===== config.mk =====
export PLATFORM = sky130hd
export DESIGN_NAME = motion_cue_accel_from_forces_flat
export DESIGN_NICKNAME = d
export VERILOG_FILES = /design/src/hdl/mca_pkg.sv /design/src/hdl/mca_rec_if.sv /design/src/hdl/mca_cue_if.sv /design/src/hdl/mca_sdiv.sv /design/src/hdl/mca_smul.sv /design/src/hdl/motion_cue_accel_from_forces.sv /design/src/flat_wrapper.sv
export SDC_FILE = /design/constraint.sdc
export NUM_CORES = 2
export LEC_CHECK = 0
export BUFFER_PORTS_ARGS = -buffer_cell sky130_fd_sc_hd__buf_4
export CAP_MARGIN = 20
export CORE_MARGIN = 3
export CORE_UTILIZATION = 40
export DETAILED_ROUTE_END_ITERATION = 8
export HOLD_SLACK_MARGIN = 0.1
export PLACE_DENSITY = 0.57
export SYNTH_ARGS = -nofsm -noshare
export SYNTH_HDL_FRONTEND = slang
export SYNTH_SLANG_ARGS = --single-unit

===== constraint.sdc =====
create_clock -name clk -period 21.2 [get_ports clk]
set_input_delay 1.06 -clock clk [delete_from_list [all_inputs] [get_ports clk]]
set_output_delay 1.06 -clock clk [all_outputs]
set_load 0.05 [all_outputs]

===== src/hdl/mca_pkg.sv =====
`timescale 1ns / 1ps

package mca_pkg;

	localparam int VAL_W      = 48;
	localparam int IDX_W      = 8;
	localparam int SUM_W      = VAL_W + 2;
	localparam int NUM_VALUES = 14;
	localparam int TBL_AW     = $clog2(NUM_VALUES);

	// table entry indexes
	localparam logic [TBL_AW-1:0] E_SPEED   = TBL_AW'(0);
	localparam logic [TBL_AW-1:0] E_NRM_A   = TBL_AW'(1);
	localparam logic [TBL_AW-1:0] E_SIDE_A  = TBL_AW'(2);
	localparam logic [TBL_AW-1:0] E_AXL_A   = TBL_AW'(3);
	localparam logic [TBL_AW-1:0] E_NRM_B   = TBL_AW'(4);
	localparam logic [TBL_AW-1:0] E_SIDE_B  = TBL_AW'(5);
	localparam logic [TBL_AW-1:0] E_AXL_B   = TBL_AW'(6);
	localparam logic [TBL_AW-1:0] E_NRM_C   = TBL_AW'(7);
	localparam logic [TBL_AW-1:0] E_SIDE_C  = TBL_AW'(8);
	localparam logic [TBL_AW-1:0] E_AXL_C   = TBL_AW'(9);
	localparam logic [TBL_AW-1:0] E_MASS    = TBL_AW'(10);
	localparam logic [TBL_AW-1:0] E_PITCH   = TBL_AW'(11);
	localparam logic [TBL_AW-1:0] E_HEADING = TBL_AW'(12);
	localparam logic [TBL_AW-1:0] E_ROLL    = TBL_AW'(13);

	localparam logic [IDX_W-1:0] IDX_PAUSE = IDX_W'(NUM_VALUES);

	// acceleration channels, in processing order
	localparam logic [1:0] CH_NORMAL = 2'd0;
	localparam logic [1:0] CH_SIDE   = 2'd1;
	localparam logic [1:0] CH_AXIAL  = 2'd2;

endpackage


===== src/hdl/mca_rec_if.sv =====
`timescale 1ns / 1ps

interface mca_rec_if;
	import mca_pkg::*;

	logic                    valid;
	logic                    ready;
	logic                    action;
	logic [IDX_W-1:0]        ref_index;
	logic signed [VAL_W-1:0] ref_value;
	logic                    last_record;

	modport source (output valid, action, ref_index, ref_value, last_record, input ready);
	modport sink (input valid, action, ref_index, ref_value, last_record, output ready);

endinterface


===== src/hdl/mca_cue_if.sv =====
`timescale 1ns / 1ps

interface mca_cue_if;
	import mca_pkg::*;

	logic                    valid;
	logic                    ready;
	logic signed [VAL_W-1:0] pitch_angle;
	logic signed [VAL_W-1:0] heading_angle;
	logic signed [VAL_W-1:0] roll_angle;
	logic signed [VAL_W-1:0] accel_side;
	logic signed [VAL_W-1:0] accel_normal;
	logic signed [VAL_W-1:0] accel_axial;
	logic                    motion_valid;

	modport source (output valid, pitch_angle, heading_angle, roll_angle, accel_side,
		accel_normal, accel_axial, motion_valid, input ready);
	modport sink (input valid, pitch_angle, heading_angle, roll_angle, accel_side,
		accel_normal, accel_axial, motion_valid, output ready);

endinterface


===== src/hdl/mca_sdiv.sv =====
`timescale 1ns / 1ps

// Restoring divider, one quotient bit per cycle.
module mca_sdiv #(
	parameter int NUM_W = 66,
	parameter int DEN_W = 47
) (
	input  logic             clk,
	input  logic             arst_n,
	input  logic             start,
	input  logic [NUM_W-1:0] numer,
	input  logic [DEN_W-1:0] denom,
	output logic             done,
	output logic [NUM_W-1:0] quot
);
	localparam int CNT_W = $clog2(NUM_W);
	localparam logic [CNT_W-1:0] LAST = CNT_W'(NUM_W - 1);

	logic             busy_q;
	logic             done_q;
	logic [CNT_W-1:0] cnt_q;
	logic [NUM_W-1:0] num_q;
	logic [DEN_W-1:0] rem_q;
	logic [DEN_W-1:0] den_q;

	logic [DEN_W:0]   trial;
	logic [DEN_W:0]   diff;
	logic             ge;

	assign trial = {rem_q, num_q[NUM_W-1]};
	assign diff  = trial - {1'b0, den_q};
	assign ge    = trial >= {1'b0, den_q};

	always_ff @(posedge clk or negedge arst_n) begin
		if (!arst_n) begin
			busy_q <= 1'b0;
			done_q <= 1'b0;
			cnt_q  <= '0;
		end else begin
			done_q <= 1'b0;
			if (start) begin
				busy_q <= 1'b1;
				cnt_q  <= '0;
			end else if (busy_q) begin
				cnt_q <= cnt_q + CNT_W'(1);
				if (cnt_q == LAST) begin
					busy_q <= 1'b0;
					done_q <= 1'b1;
				end
			end
		end
	end

	always_ff @(posedge clk) begin
		if (start) begin
			num_q <= numer;
			rem_q <= '0;
			den_q <= denom;
		end else if (busy_q) begin
			// shift the quotient bit in where the numerator bit left
			num_q <= {num_q[NUM_W-2:0], ge};
			rem_q <= ge ? diff[DEN_W-1:0] : trial[DEN_W-1:0];
		end
	end

	assign done = done_q;
	assign quot = num_q;

endmodule


===== src/hdl/mca_smul.sv =====
`timescale 1ns / 1ps

// Shift-and-add multiplier, one multiplier bit per cycle, LSB first.
// Gives floor(a * b / 2^B_W).
module mca_smul #(
	parameter int A_W = 50,
	parameter int B_W = 16
) (
	input  logic           clk,
	input  logic           arst_n,
	input  logic           start,
	input  logic [A_W-1:0] a,
	input  logic [B_W-1:0] b,
	output logic           done,
	output logic [A_W-1:0] prod
);
	localparam int CNT_W = $clog2(B_W);
	localparam logic [CNT_W-1:0] LAST = CNT_W'(B_W - 1);

	logic             busy_q;
	logic             done_q;
	logic [CNT_W-1:0] cnt_q;
	logic [A_W-1:0]   a_q;
	logic [B_W-1:0]   b_q;
	logic [A_W:0]     acc_q;
	logic [A_W:0]     sum;

	assign sum = acc_q + (b_q[0] ? {1'b0, a_q} : '0);

	always_ff @(posedge clk or negedge arst_n) begin
		if (!arst_n) begin
			busy_q <= 1'b0;
			done_q <= 1'b0;
			cnt_q  <= '0;
		end else begin
			done_q <= 1'b0;
			if (start) begin
				busy_q <= 1'b1;
				cnt_q  <= '0;
			end else if (busy_q) begin
				cnt_q <= cnt_q + CNT_W'(1);
				if (cnt_q == LAST) begin
					busy_q <= 1'b0;
					done_q <= 1'b1;
				end
			end
		end
	end

	always_ff @(posedge clk) begin
		if (start) begin
			a_q   <= a;
			b_q   <= b;
			acc_q <= '0;
		end else if (busy_q) begin
			// drop the low bit each step; floor stays exact
			acc_q <= {1'b0, sum[A_W:1]};
			b_q   <= {1'b0, b_q[B_W-1:1]};
		end
	end

	assign done = done_q;
	assign prod = acc_q[A_W-1:0];

endmodule


===== src/hdl/motion_cue_accel_from_forces.sv =====
`timescale 1ns / 1ps

// Non-final record: taken in the idle state, which it does not leave; no result.
// Final record or timeout: the result is computed by the one-bit-per-cycle divider
// shared by the three channels, plus the
// bit-serial speed scaling and the divide-by-5 of the speed ratio.
// Records are not taken while a result is computed; one finished result may wait.
// Reset clears the value table, sets pause and empties the output register.
module motion_cue_accel_from_forces #(
	parameter int FRAC_BITS = 16
) (
	input  logic     clk,
	input  logic     arst_n,
	mca_rec_if.sink  rec,
	mca_cue_if.source cue
);
	import mca_pkg::*;

	localparam int NW = SUM_W + FRAC_BITS;
	localparam int RW = FRAC_BITS + 3;
	localparam int DW = VAL_W - 1;

	localparam longint ONE_I   = longint'(1) << FRAC_BITS;
	localparam longint TENTH_I = (ONE_I + 5) / 10;

	localparam logic signed [VAL_W-1:0] FX_ONE  = VAL_W'(ONE_I);
	localparam logic signed [VAL_W-1:0] GS_MAX  = VAL_W'(ONE_I * 5);
	localparam logic signed [SUM_W-1:0] TENTH   = SUM_W'(TENTH_I);
	localparam logic signed [SUM_W-1:0] NTENTH  = -SUM_W'(TENTH_I);
	localparam logic [SUM_W-1:0]        MAG_LIM = SUM_W'(1) << (VAL_W - 1);
	localparam logic signed [VAL_W-1:0] SAT_MAX = {1'b0, {(VAL_W-1){1'b1}}};
	localparam logic signed [VAL_W-1:0] SAT_MIN = {1'b1, {(VAL_W-1){1'b0}}};

	typedef enum logic [8:0] {
		ST_IDLE  = 9'b000000001,
		ST_START = 9'b000000010,
		ST_RATIO = 9'b000000100,
		ST_LOAD  = 9'b000001000,
		ST_PREP  = 9'b000010000,
		ST_DIV   = 9'b000100000,
		ST_SCALE = 9'b001000000,
		ST_STORE = 9'b010000000,
		ST_DONE  = 9'b100000000
	} state_t;

	state_t                  state_q;
	logic [1:0]              ch_q;
	logic                    pause_q;
	logic signed [VAL_W-1:0] tbl_q [NUM_VALUES];
	logic                    out_v_q;

	logic [FRAC_BITS:0]      ratio_q;
	logic signed [SUM_W-1:0] sum_q;
	logic                    neg_q;
	logic [SUM_W-1:0]        p_q;
	logic signed [VAL_W-1:0] res_n_q, res_s_q, res_a_q;
	logic signed [VAL_W-1:0] pitch_q, heading_q, roll_q, side_q, normal_q, axial_q;
	logic                    mvalid_q;

	logic                    rec_acc;
	logic                    out_load;
	logic                    gs_in_band;
	logic                    skip_scale;
	logic signed [SUM_W-1:0] sum_d;
	logic signed [SUM_W-1:0] snap_d;
	logic [SUM_W-1:0]        mag_d;
	logic [DW-1:0]           den_d;
	logic signed [VAL_W-1:0] sat_d;

	logic                    ratio_start, ratio_done;
	logic [RW-1:0]           ratio_quot;
	logic                    div_start, div_done;
	logic [NW-1:0]           div_quot;
	logic                    mul_start, mul_done;
	logic [SUM_W-1:0]        mul_prod;

	assign rec.ready = (state_q == ST_IDLE);
	assign rec_acc   = rec.valid && rec.ready;
	assign out_load  = (state_q == ST_DONE) && (!out_v_q || cue.ready);

	assign gs_in_band = (tbl_q[E_SPEED] > 0) && (tbl_q[E_SPEED] < GS_MAX);
	assign skip_scale = (ch_q == CH_NORMAL) || ratio_q[FRAC_BITS];
	assign den_d      = (tbl_q[E_MASS] > FX_ONE) ? tbl_q[E_MASS][DW-1:0] : FX_ONE[DW-1:0];

	always_comb begin
		case (ch_q)
			CH_NORMAL: sum_d = SUM_W'(tbl_q[E_NRM_A]) + SUM_W'(tbl_q[E_NRM_B])
				+ SUM_W'(tbl_q[E_NRM_C]);
			CH_SIDE: sum_d = SUM_W'(tbl_q[E_SIDE_A]) + SUM_W'(tbl_q[E_SIDE_B])
				+ SUM_W'(tbl_q[E_SIDE_C]);
			default: sum_d = SUM_W'(tbl_q[E_AXL_A]) + SUM_W'(tbl_q[E_AXL_B])
				+ SUM_W'(tbl_q[E_AXL_C]);
		endcase
	end

	always_comb begin
		snap_d = sum_q;
		// snap the normal channel out of the deadband
		if (ch_q == CH_NORMAL && sum_q >= NTENTH && sum_q <= TENTH) begin
			snap_d = sum_q[SUM_W-1] ? NTENTH : TENTH;
		end
		mag_d = snap_d[SUM_W-1] ? SUM_W'(-snap_d) : SUM_W'(snap_d);
	end

	always_comb begin
		if (neg_q) begin
			sat_d = (p_q > MAG_LIM) ? SAT_MIN : VAL_W'(-p_q);
		end else begin
			sat_d = (p_q >= MAG_LIM) ? SAT_MAX : VAL_W'(p_q);
		end
	end

	assign ratio_start = (state_q == ST_START) && gs_in_band;
	assign div_start   = (state_q == ST_PREP);
	assign mul_start   = (state_q == ST_DIV) && div_done && !skip_scale;

	mca_sdiv #(.NUM_W(RW), .DEN_W(3)) u_ratio_div (
		.clk    (clk),
		.arst_n (arst_n),
		.start  (ratio_start),
		.numer  (tbl_q[E_SPEED][RW-1:0]),
		.denom  (3'd5),
		.done   (ratio_done),
		.quot   (ratio_quot)
	);

	mca_sdiv #(.NUM_W(NW), .DEN_W(DW)) u_div (
		.clk    (clk),
		.arst_n (arst_n),
		.start  (div_start),
		.numer  ({mag_d, {FRAC_BITS{1'b0}}}),
		.denom  (den_d),
		.done   (div_done),
		.quot   (div_quot)
	);

	mca_smul #(.A_W(SUM_W), .B_W(FRAC_BITS)) u_mul (
		.clk    (clk),
		.arst_n (arst_n),
		.start  (mul_start),
		.a      (div_quot[SUM_W-1:0]),
		.b      (ratio_q[FRAC_BITS-1:0]),
		.done   (mul_done),
		.prod   (mul_prod)
	);

	always_ff @(posedge clk or negedge arst_n) begin
		if (!arst_n) begin
			state_q <= ST_IDLE;
			ch_q    <= CH_NORMAL;
			pause_q <= 1'b1;
			out_v_q <= 1'b0;
			for (int i = 0; i < NUM_VALUES; i++) begin
				tbl_q[i] <= '0;
			end
		end else begin
			if (out_load) begin
				out_v_q <= 1'b1;
			end else if (cue.valid && cue.ready) begin
				out_v_q <= 1'b0;
			end
			case (state_q)
				ST_IDLE: begin
					if (rec_acc) begin
						if (rec.action) begin
							pause_q <= 1'b1;
							state_q <= ST_START;
						end else begin
							if (rec.ref_index < IDX_PAUSE) begin
								tbl_q[rec.ref_index[TBL_AW-1:0]] <= rec.ref_value;
							end else if (rec.ref_index == IDX_PAUSE) begin
								pause_q <= (rec.ref_value >= FX_ONE)
									|| (rec.ref_value <= -FX_ONE);
							end
							if (rec.last_record) begin
								state_q <= ST_START;
							end
						end
					end
				end
				ST_START: begin
					ch_q    <= CH_NORMAL;
					state_q <= gs_in_band ? ST_RATIO : ST_LOAD;
				end
				ST_RATIO: begin
					if (ratio_done) begin
						state_q <= ST_LOAD;
					end
				end
				ST_LOAD: state_q <= ST_PREP;
				ST_PREP: state_q <= ST_DIV;
				ST_DIV: begin
					if (div_done) begin
						state_q <= skip_scale ? ST_STORE : ST_SCALE;
					end
				end
				ST_SCALE: begin
					if (mul_done) begin
						state_q <= ST_STORE;
					end
				end
				ST_STORE: begin
					if (ch_q == CH_AXIAL) begin
						state_q <= ST_DONE;
					end else begin
						ch_q    <= ch_q + 2'd1;
						state_q <= ST_LOAD;
					end
				end
				ST_DONE: begin
					if (out_load) begin
						state_q <= ST_IDLE;
					end
				end
				default: state_q <= ST_IDLE;
			endcase
		end
	end

	always_ff @(posedge clk) begin
		if (state_q == ST_START) begin
			if (tbl_q[E_SPEED] <= 0) begin
				ratio_q <= '0;
			end else if (!gs_in_band) begin
				ratio_q <= FX_ONE[FRAC_BITS:0];
			end
		end
		if (state_q == ST_RATIO && ratio_done) begin
			ratio_q <= ratio_quot[FRAC_BITS:0];
		end
		if (state_q == ST_LOAD) begin
			sum_q <= sum_d;
		end
		if (state_q == ST_PREP) begin
			neg_q <= snap_d[SUM_W-1];
		end
		if (state_q == ST_DIV && div_done) begin
			p_q <= div_quot[SUM_W-1:0];
		end
		if (state_q == ST_SCALE && mul_done) begin
			p_q <= mul_prod;
		end
		if (state_q == ST_STORE) begin
			case (ch_q)
				CH_NORMAL: res_n_q <= sat_d;
				CH_SIDE:   res_s_q <= sat_d;
				default:   res_a_q <= sat_d;
			endcase
		end
		if (out_load) begin
			pitch_q   <= tbl_q[E_PITCH];
			heading_q <= tbl_q[E_HEADING];
			roll_q    <= tbl_q[E_ROLL];
			side_q    <= res_s_q;
			normal_q  <= res_n_q;
			axial_q   <= res_a_q;
			mvalid_q  <= !pause_q;
		end
	end

	assign cue.valid         = out_v_q;
	assign cue.pitch_angle   = pitch_q;
	assign cue.heading_angle = heading_q;
	assign cue.roll_angle    = roll_q;
	assign cue.accel_side    = side_q;
	assign cue.accel_normal  = normal_q;
	assign cue.accel_axial   = axial_q;
	assign cue.motion_valid  = mvalid_q;

	a_timeout_pauses: assert property (@(posedge clk) disable iff (!arst_n)
		(rec_acc && rec.action) |=> pause_q)
		else $error("timeout did not set pause");

	a_end_starts: assert property (@(posedge clk) disable iff (!arst_n)
		(rec_acc && (rec.action || rec.last_record)) |=> (state_q == ST_START))
		else $error("final word did not start a result");

	a_table_frozen: assert property (@(posedge clk) disable iff (!arst_n)
		(state_q != ST_IDLE) |=> ($stable(tbl_q[E_MASS]) && $stable(tbl_q[E_SPEED])))
		else $error("table changed during compute");

	a_result_flag: assert property (@(posedge clk) disable iff (!arst_n)
		out_load |=> (out_v_q && (cue.motion_valid == !$past(pause_q))))
		else $error("result word or its valid flag wrong");

endmodule


===== src/flat_wrapper.sv =====
// flat-port wrapper written by rule: the top's interface ports become plain ports
module motion_cue_accel_from_forces_flat import mca_pkg::*;
#(
	parameter int FRAC_BITS = 16
)
  (clk, arst_n, rec_valid, rec_action, rec_ref_index, rec_ref_value, rec_last_record, rec_ready, cue_valid, cue_pitch_angle, cue_heading_angle, cue_roll_angle, cue_accel_side, cue_accel_normal, cue_accel_axial, cue_motion_valid, cue_ready);
  mca_rec_if rec_i ();
  mca_cue_if cue_i ();
  input  logic clk;
  input  logic arst_n;
  input wire logic [$bits(rec_i.valid)-1:0] rec_valid;
  input wire logic [$bits(rec_i.action)-1:0] rec_action;
  input wire logic [$bits(rec_i.ref_index)-1:0] rec_ref_index;
  input wire logic [$bits(rec_i.ref_value)-1:0] rec_ref_value;
  input wire logic [$bits(rec_i.last_record)-1:0] rec_last_record;
  output wire logic [$bits(rec_i.ready)-1:0] rec_ready;
  output wire logic [$bits(cue_i.valid)-1:0] cue_valid;
  output wire logic [$bits(cue_i.pitch_angle)-1:0] cue_pitch_angle;
  output wire logic [$bits(cue_i.heading_angle)-1:0] cue_heading_angle;
  output wire logic [$bits(cue_i.roll_angle)-1:0] cue_roll_angle;
  output wire logic [$bits(cue_i.accel_side)-1:0] cue_accel_side;
  output wire logic [$bits(cue_i.accel_normal)-1:0] cue_accel_normal;
  output wire logic [$bits(cue_i.accel_axial)-1:0] cue_accel_axial;
  output wire logic [$bits(cue_i.motion_valid)-1:0] cue_motion_valid;
  input wire logic [$bits(cue_i.ready)-1:0] cue_ready;
  assign rec_i.valid = rec_valid;
  assign rec_i.action = rec_action;
  assign rec_i.ref_index = rec_ref_index;
  assign rec_i.ref_value = rec_ref_value;
  assign rec_i.last_record = rec_last_record;
  assign rec_ready = rec_i.ready;
  assign cue_valid = cue_i.valid;
  assign cue_pitch_angle = cue_i.pitch_angle;
  assign cue_heading_angle = cue_i.heading_angle;
  assign cue_roll_angle = cue_i.roll_angle;
  assign cue_accel_side = cue_i.accel_side;
  assign cue_accel_normal = cue_i.accel_normal;
  assign cue_accel_axial = cue_i.accel_axial;
  assign cue_motion_valid = cue_i.motion_valid;
  assign cue_i.ready = cue_ready;
  motion_cue_accel_from_forces #(.FRAC_BITS(FRAC_BITS)) u_core (.clk(clk), .arst_n(arst_n), .rec(rec_i), .cue(cue_i));
endmodule

* Word-level counts from Yosys, hierarchy flattened
Cells that the tools add are included. W data, S select, Z words.
Word-level totals: flip-flop bits (word level) 1556, bits of input ports 62, output and inout bits 291, word-level logic and storage cells 210
Cells by class: $lt $le $gt $ge 15, $add $sub $neg 15, bitwise logic cells 3, reduce and logical (&&, ||, !) cells 36, multiplexer cells 67, equal/unequal tests 24
Operators with widths (number):
- $bwmux W672 | 1
- $mux W50 | 6
- $demux W48 S4 | 1
- $mux W48 | 4
- $add A49 B48 Y50 | 3
- $add A48 B48 Y49 | 3
- $mux W66 | 2
- $pmux W50 S2 | 1
- $pmux W9 S9 | 1
- $mux W9 | 8
- $mux W17 | 4
- $add A50 B51 Y51 | 1
- $ge A50 B14 Y1 const B | 1
- $ge A50 B48 Y1 const B | 1
- $gt A50 B48 Y1 const B | 1
- $le A50 B14 Y1 const B | 1
- $neg A50 Y50 | 1
- $ge A48 B18 Y1 const B | 1
- $ge A48 B47 Y1 | 1
- $gt A48 B1 Y1 const B | 1
- $gt A48 B18 Y1 const B | 1
- $le A48 B1 Y1 const B | 1
- $le A48 B17 Y1 const B | 1
- $lt A48 B20 Y1 const B | 1
- other kinds (51) | 113

* Logic depth before layout (Yosys ltp)
word-level depth 7, depth in mapped cells 21

* Modules after synthesis
Synthesis repeated with hierarchy kept, for this count alone.
Second synthesis, totals: cell total of the unflattened synthesis 6096, area, all modules 76876.2 sq um
By module, submodules not included:
- motion_cue_accel_from_forces | area an instance 58496.1 sq um, times used 1, cells each 4309, sequential area each 33689.8 sq um
- mca_sdiv at u_core.u_div | area an instance 9721.8 sq um, times used 1, cells each 952, sequential area each 4559.4 sq um
- mca_smul | area an instance 7160.6 sq um, times used 1, cells each 727, sequential area each 3133.0 sq um
- mca_sdiv at u_core.u_ratio_div | area an instance 1497.7 sq um, times used 1, cells each 108, sequential area each 895.9 sq um

* Worst setup path after synthesis
Ideal clock, no wire load.
kind reg-to-reg, from register u_core.state_q[5], to register u_core.axial_q[0], in the netlist u_core.cue.accel_axial[0], enable pin, data required time 20226 ps, cell stages (with the launch flop) 6, period minus slack after synthesis 15432 ps, slack 5768 ps, setup time 974 ps, path buffers 1, data arrival time 14458 ps, cell sequence dfrtp_1 -> clkbuf_1 -> nor3_1 -> nand3b_1 -> or4b_2 -> nor2b_1
Between the ends: longest elaborated chain between the ends 2
Ends and longest elaborated chain:
- start, declared | line motion_cue_accel_from_forces.sv:46 | state_t state_q;
- start signal, assigned | line motion_cue_accel_from_forces.sv:183 | state_q <= gs_in_band ? ST_RATIO : ST_LOAD;
- start signal, assigned | line motion_cue_accel_from_forces.sv:194 | state_q <= skip_scale ? ST_STORE : ST_SCALE;
- $eq A9 B9 Y1 | line motion_cue_accel_from_forces.sv:79 | assign out_load = (state_q == ST_DONE) && (!out_v_q || cue.ready);
- $logic_and A1 B1 Y1 | line motion_cue_accel_from_forces.sv:79
- named net u_core.out_load | line motion_cue_accel_from_forces.sv:61 | logic out_load;
- end signal, assigned | line motion_cue_accel_from_forces.sv:256 | axial_q <= res_a_q;
- end, declared | line motion_cue_accel_from_forces.sv:57 | logic signed [VAL_W-1:0] pitch_q, heading_q, roll_q, side_q, normal_q, axial_q;
The timed path passes the listed nets, and every way through them passes these cells. A chain may end at the register's enable or synchronous reset.

* Worst setup path after layout
from register u_core.sum_q[25], to register u_core.u_div.num_q[44], in the netlist u_core.u_div.quot[44] (data pin)
Between the ends: longest elaborated chain between the ends 7
Ends and longest elaborated chain:
- start, declared | line motion_cue_accel_from_forces.sv:53 | logic signed [SUM_W-1:0] sum_q;
- start signal, assigned | line motion_cue_accel_from_forces.sv:232 | sum_q <= sum_d;
- $ge A50 B14 Y1 | line motion_cue_accel_from_forces.sv:99 | if (ch_q == CH_NORMAL && sum_q >= NTENTH && sum_q <= TENTH) begin
- $logic_and A1 B1 Y1 (2 in series) | line motion_cue_accel_from_forces.sv:99
- $mux W50 (*) | line motion_cue_accel_from_forces.sv:99
- $neg A50 Y50 | line motion_cue_accel_from_forces.sv:102 | mag_d = snap_d[SUM_W-1] ? SUM_W'(-snap_d) : SUM_W'(snap_d);
- $mux W50 (*) | line motion_cue_accel_from_forces.sv:102
- $mux W66 (*) | line mca_sdiv.sv:55 | if (start) begin
- end signal, assigned | line mca_sdiv.sv:56 | num_q <= numer;
- end signal, assigned | line mca_sdiv.sv:61 | num_q <= {num_q[NUM_W-2:0], ge};
- end, declared | line mca_sdiv.sv:22 | logic [NUM_W-1:0] num_q;
Every way passes the cells marked *; elsewhere a longest branch is shown, timed or not.

==> impl_results.md <==
- Status: completed
- Synth area leader: edfxtp_1
- Beginning of the critical path: u_core.sum_q[25]$_DFFE_PP_
- I/O pin count: 353
- FFs w/ async S/R, synth: 0.454
- Largest cells by area after synthesis: edfxtp_1 29%, dfrtp_1 23%, mux2_2 11%
- Req. time, crit path: 21.77 ns
- DRC: 0
- Input/output buffers: 352
- Most frequent cell after synthesis: mux2_2
- CTS root buf: clkbuf_16
- Worst R2R End: u_core.u_div.quot[44]$_DFFE_PP_
- CTS Buffer Depth: 3
- Max incr delay on CP: 0.54 ns
- Initial antenna violation count: 15
- Per-cell routed wire length: 23.2 µm
- Post-CTS Hold Fix Bufs: 0
- Mapped Area: 75,500 µm²
- Crit path max fanout: 9
- Total power: 7.68 mW
- Final setup violation count: 0
- Synthesized flop and latch total: 1,556
- Critical path endpoint category: flip-flop
- Maximum capacitance violations: 0
- Crit path kind: reg2reg
- Clk pin slew, worst setup/hold paths: 0.06 ns
- Worst Tran Pin Value: 1.23 ns
- R2r startpoint: u_core.sum_q[25]$_DFFE_PP_
- Vias/cell: 5.50
- Final Core Density: 0.463
- Final hold violations: 0
- Final worst-path cycle share: 0.276
- Clk_lat worst skew: 0.84 ns
- Vias in the first global route: 48,900
- Reg2Reg Setup Slack: 15.34 ns
- First-pass DRT Iterations: 6
- Die width: 440 µm
- # nets final: 6,721
- Largest net degree at the start of global routing: 174
- Gr ovfl total: 0
- CP endpoint: u_core.u_div.quot[44]$_DFFE_PP_
- Mapped Cells: 5,971
- Clock skew: 0.0482 ns
- Worst r2r path cells: 18
- Drt initial violations: 3,373
- Leak: 37.7 nW
- Rel. slew slack: 0.178
- RSZ-0062 raised after global routing: false
- Via count: 48,900
- Syn-to-layout area delta: 14.3%
- Yosys warning total: 0
- Post-CTS Resized: 0
- Setup ws final: 15.34 ns
- Crit path launch type: flip-flop
- Minimum clock period: 5.86 ns
- Crit path DAT: 6.43 ns
- WHS: 0.259 ns
- Initial Util: 0.405
- HP Class: in2async
- Share of post-route cells with drive strength above 1: 0.236
- Max H-tree Level: 4
- Overall routed net length: 206,000 µm
- Slowest cell on crit path: or4b_1
- First-pass GRT wire length: 311,000 µm
- Post-Syn Area per Cell: 12.6 µm²
- Die Height: 440 µm
- CTS buffer count: 167
- Final Slew Violations: 0
- Register area share after synthesis: 0.557
- Core Region: 186,000 µm²
- GRT Total Usage: 0.210
- Share of the synthesized area in the top cell type: 0.292
- Setup tns final: 0 ns
- Post-route antenna net violation count: 0
- Number of flops mapped to enable cells by yosys: 733
- Distinct cells, synth: 95
- Synth top cells by count: 755 x mux2_2, 733 x edfxtp_1, 705 x dfrtp_1, 318 x nor2_1, 314 x a21oi_1
- Worst-path cell chain: or4_1 -> or2_2 -> or3_1 -> nor4_1 -> a31oi_1 -> buf_4 -> nand2_1 -> ha_1 -> nand2b_1 -> or4_4 -> or4b_1 -> or3_1 -> nor2_4 -> nand2_1 -> o41ai_2 -> nor3_1 -> a21oi_1 -> o21ai_1
- Num Clock Sinks: 1,556
- Synthesized Nets: 6,434
- Worst vdd ir: 0.0748 mV
- Rows: 158
- DP Wirelength: 143,000 µm
- Synth Flop Type: edfxtp_1
- CTS tree: built
- GP Congestion: 0.879
- Die area: 194,000 µm²
- Dpl ws: 15.32 ns
- Post-CTS Setup Inserts: 0
- Fmax achieved: 0.171 GHz
- Pwr/cell area: 88.9 nW/µm²
## how the worst min path moves through the flow
stage | startpoint | to | slack (ns) | depth (start not counted)
after floorplan | u_core.res_a_q[0]$_DFFE_PP_ | u_core.cue.accel_axial[0]$_DFFE_PP_ | 0.40 | 0
after global placement | u_core.res_a_q[34]$_DFFE_PP_ | u_core.cue.accel_axial[34]$_DFFE_PP_ | 0.40 | 0
after detailed placement | u_core.res_a_q[12]$_DFFE_PP_ | u_core.cue.accel_axial[12]$_DFFE_PP_ | 0.40 | 0
after CTS | arst_n | u_core.tbl_q[375]$_DFFE_PN0P_ | 0.26 | 1
after global routing | arst_n | u_core.tbl_q[83]$_DFFE_PN0P_ | 0.27 | 1
final | arst_n | u_core.tbl_q[83]$_DFFE_PN0P_ | 0.26 | 1
## metrics by stage
| stage | std cells | area (µm²) |
|---|---|---|
| 2_1_floorplan | 5971 | 75500 |
| 3_3_place_gp | 8567 | 80800 |
| 3_5_place_dp | 8567 | 80800 |
| 4_1_cts | 8880 | 86300 |
| 5_1_grt | 8883 | 86300 |
| 6_report | 8886 | 86300 |
## critical path, delay by kind of cell, from the launching register on
family / cells / cell delay (ns)
compound gates: 4 / 0.69
fa+ha+maj: 1 / 0.22
buf+inv: 1 / 0.21
flops: 1 / 0.49
simple gates: 12 / 4.01
## cell type report
type	count	area, µm²
multi-input combinational	3967	31900
inverter	151	569
clock inverter	83	832
fill	16700	100000
antenna	4	10.0
sequential	1556	42000
tap	2480	3100
clock buffer	230	4670
timing repair buffer	415	3170
## report_power, final
part	internal, mW	switching (mW)	total [mW]
clock network	1.68	1.24	2.92
registers	3.34	0.126	3.47
logic	0.495	0.798	1.29
## registers in the layout (all words and copies together), names as in the netlist, 48 cells and up
| name | flops |
|---|---|
| u_core.cue.accel_normal | 48 |
| u_core.cue.accel_side | 48 |
| u_core.res_n_q | 48 |
| u_core.u_mul.a_q | 50 |
| u_core.tbl_q | 672 |
| u_core.cue.heading_angle | 48 |
| u_core.cue.pitch_angle | 48 |
| u_core.sum_q | 50 |
| u_core.res_s_q | 48 |
| u_core.u_div.quot | 66 |
| u_core.cue.roll_angle | 48 |
| u_core.cue.accel_axial | 48 |
| u_core.u_mul.acc_q | 50 |
| u_core.p_q | 50 |
| u_core.res_a_q | 48 |
## cell families (layout without fill, tap and decap cells)
logic type,Yosys count,in the layout,share of synthesized area
buffers and inverters,448,879,0.0226
other,0,4,0
AND/OR/NAND/NOR,1307,1307,0.0883
XOR/XNOR,243,243,0.0282
AO/OA/AOI/OAI,1193,1193,0.101
flip-flops,1556,1556,0.557
adder cells (fa/ha/maj),401,401,0.0813
multiplexers,823,823,0.122
## cell usage in the layout, fill, tap and decap left out, types with 29 or more instances in the layout
cell       instances
nor2_1           308
fa_1             149
xor2_1           101
inv_1            147
or3_1             31
nor2b_1           44
buf_4            410
a21oi_1          314
o21a_1            34
nand4_1           85
xnor2_1          142
mux2i_1           68
clkbuf_1          42
clkbuf_16        171
nand3_1           96
ha_1             251
a21o_1           124
a22oi_1           31
o21bai_1          40
edfxtp_1         733
nand2_1          266
a31oi_1           42
a211oi_1          60
mux2_2           755
and3_1            42
dfrtp_1          703
o21ai_0          308
and2_1           106
nor3_1            94
nor4_1            60
o31ai_1           29
dfxtp_1          116
nand2b_1          52
## per-layer routing
layer	global-route usage	wire length, µm
met1	0.285	92100
met2	0.350	99200
met3	0.0345	9510
met4	0.0566	4990
met5	0	36
Power figures use the tool's default switching activity.
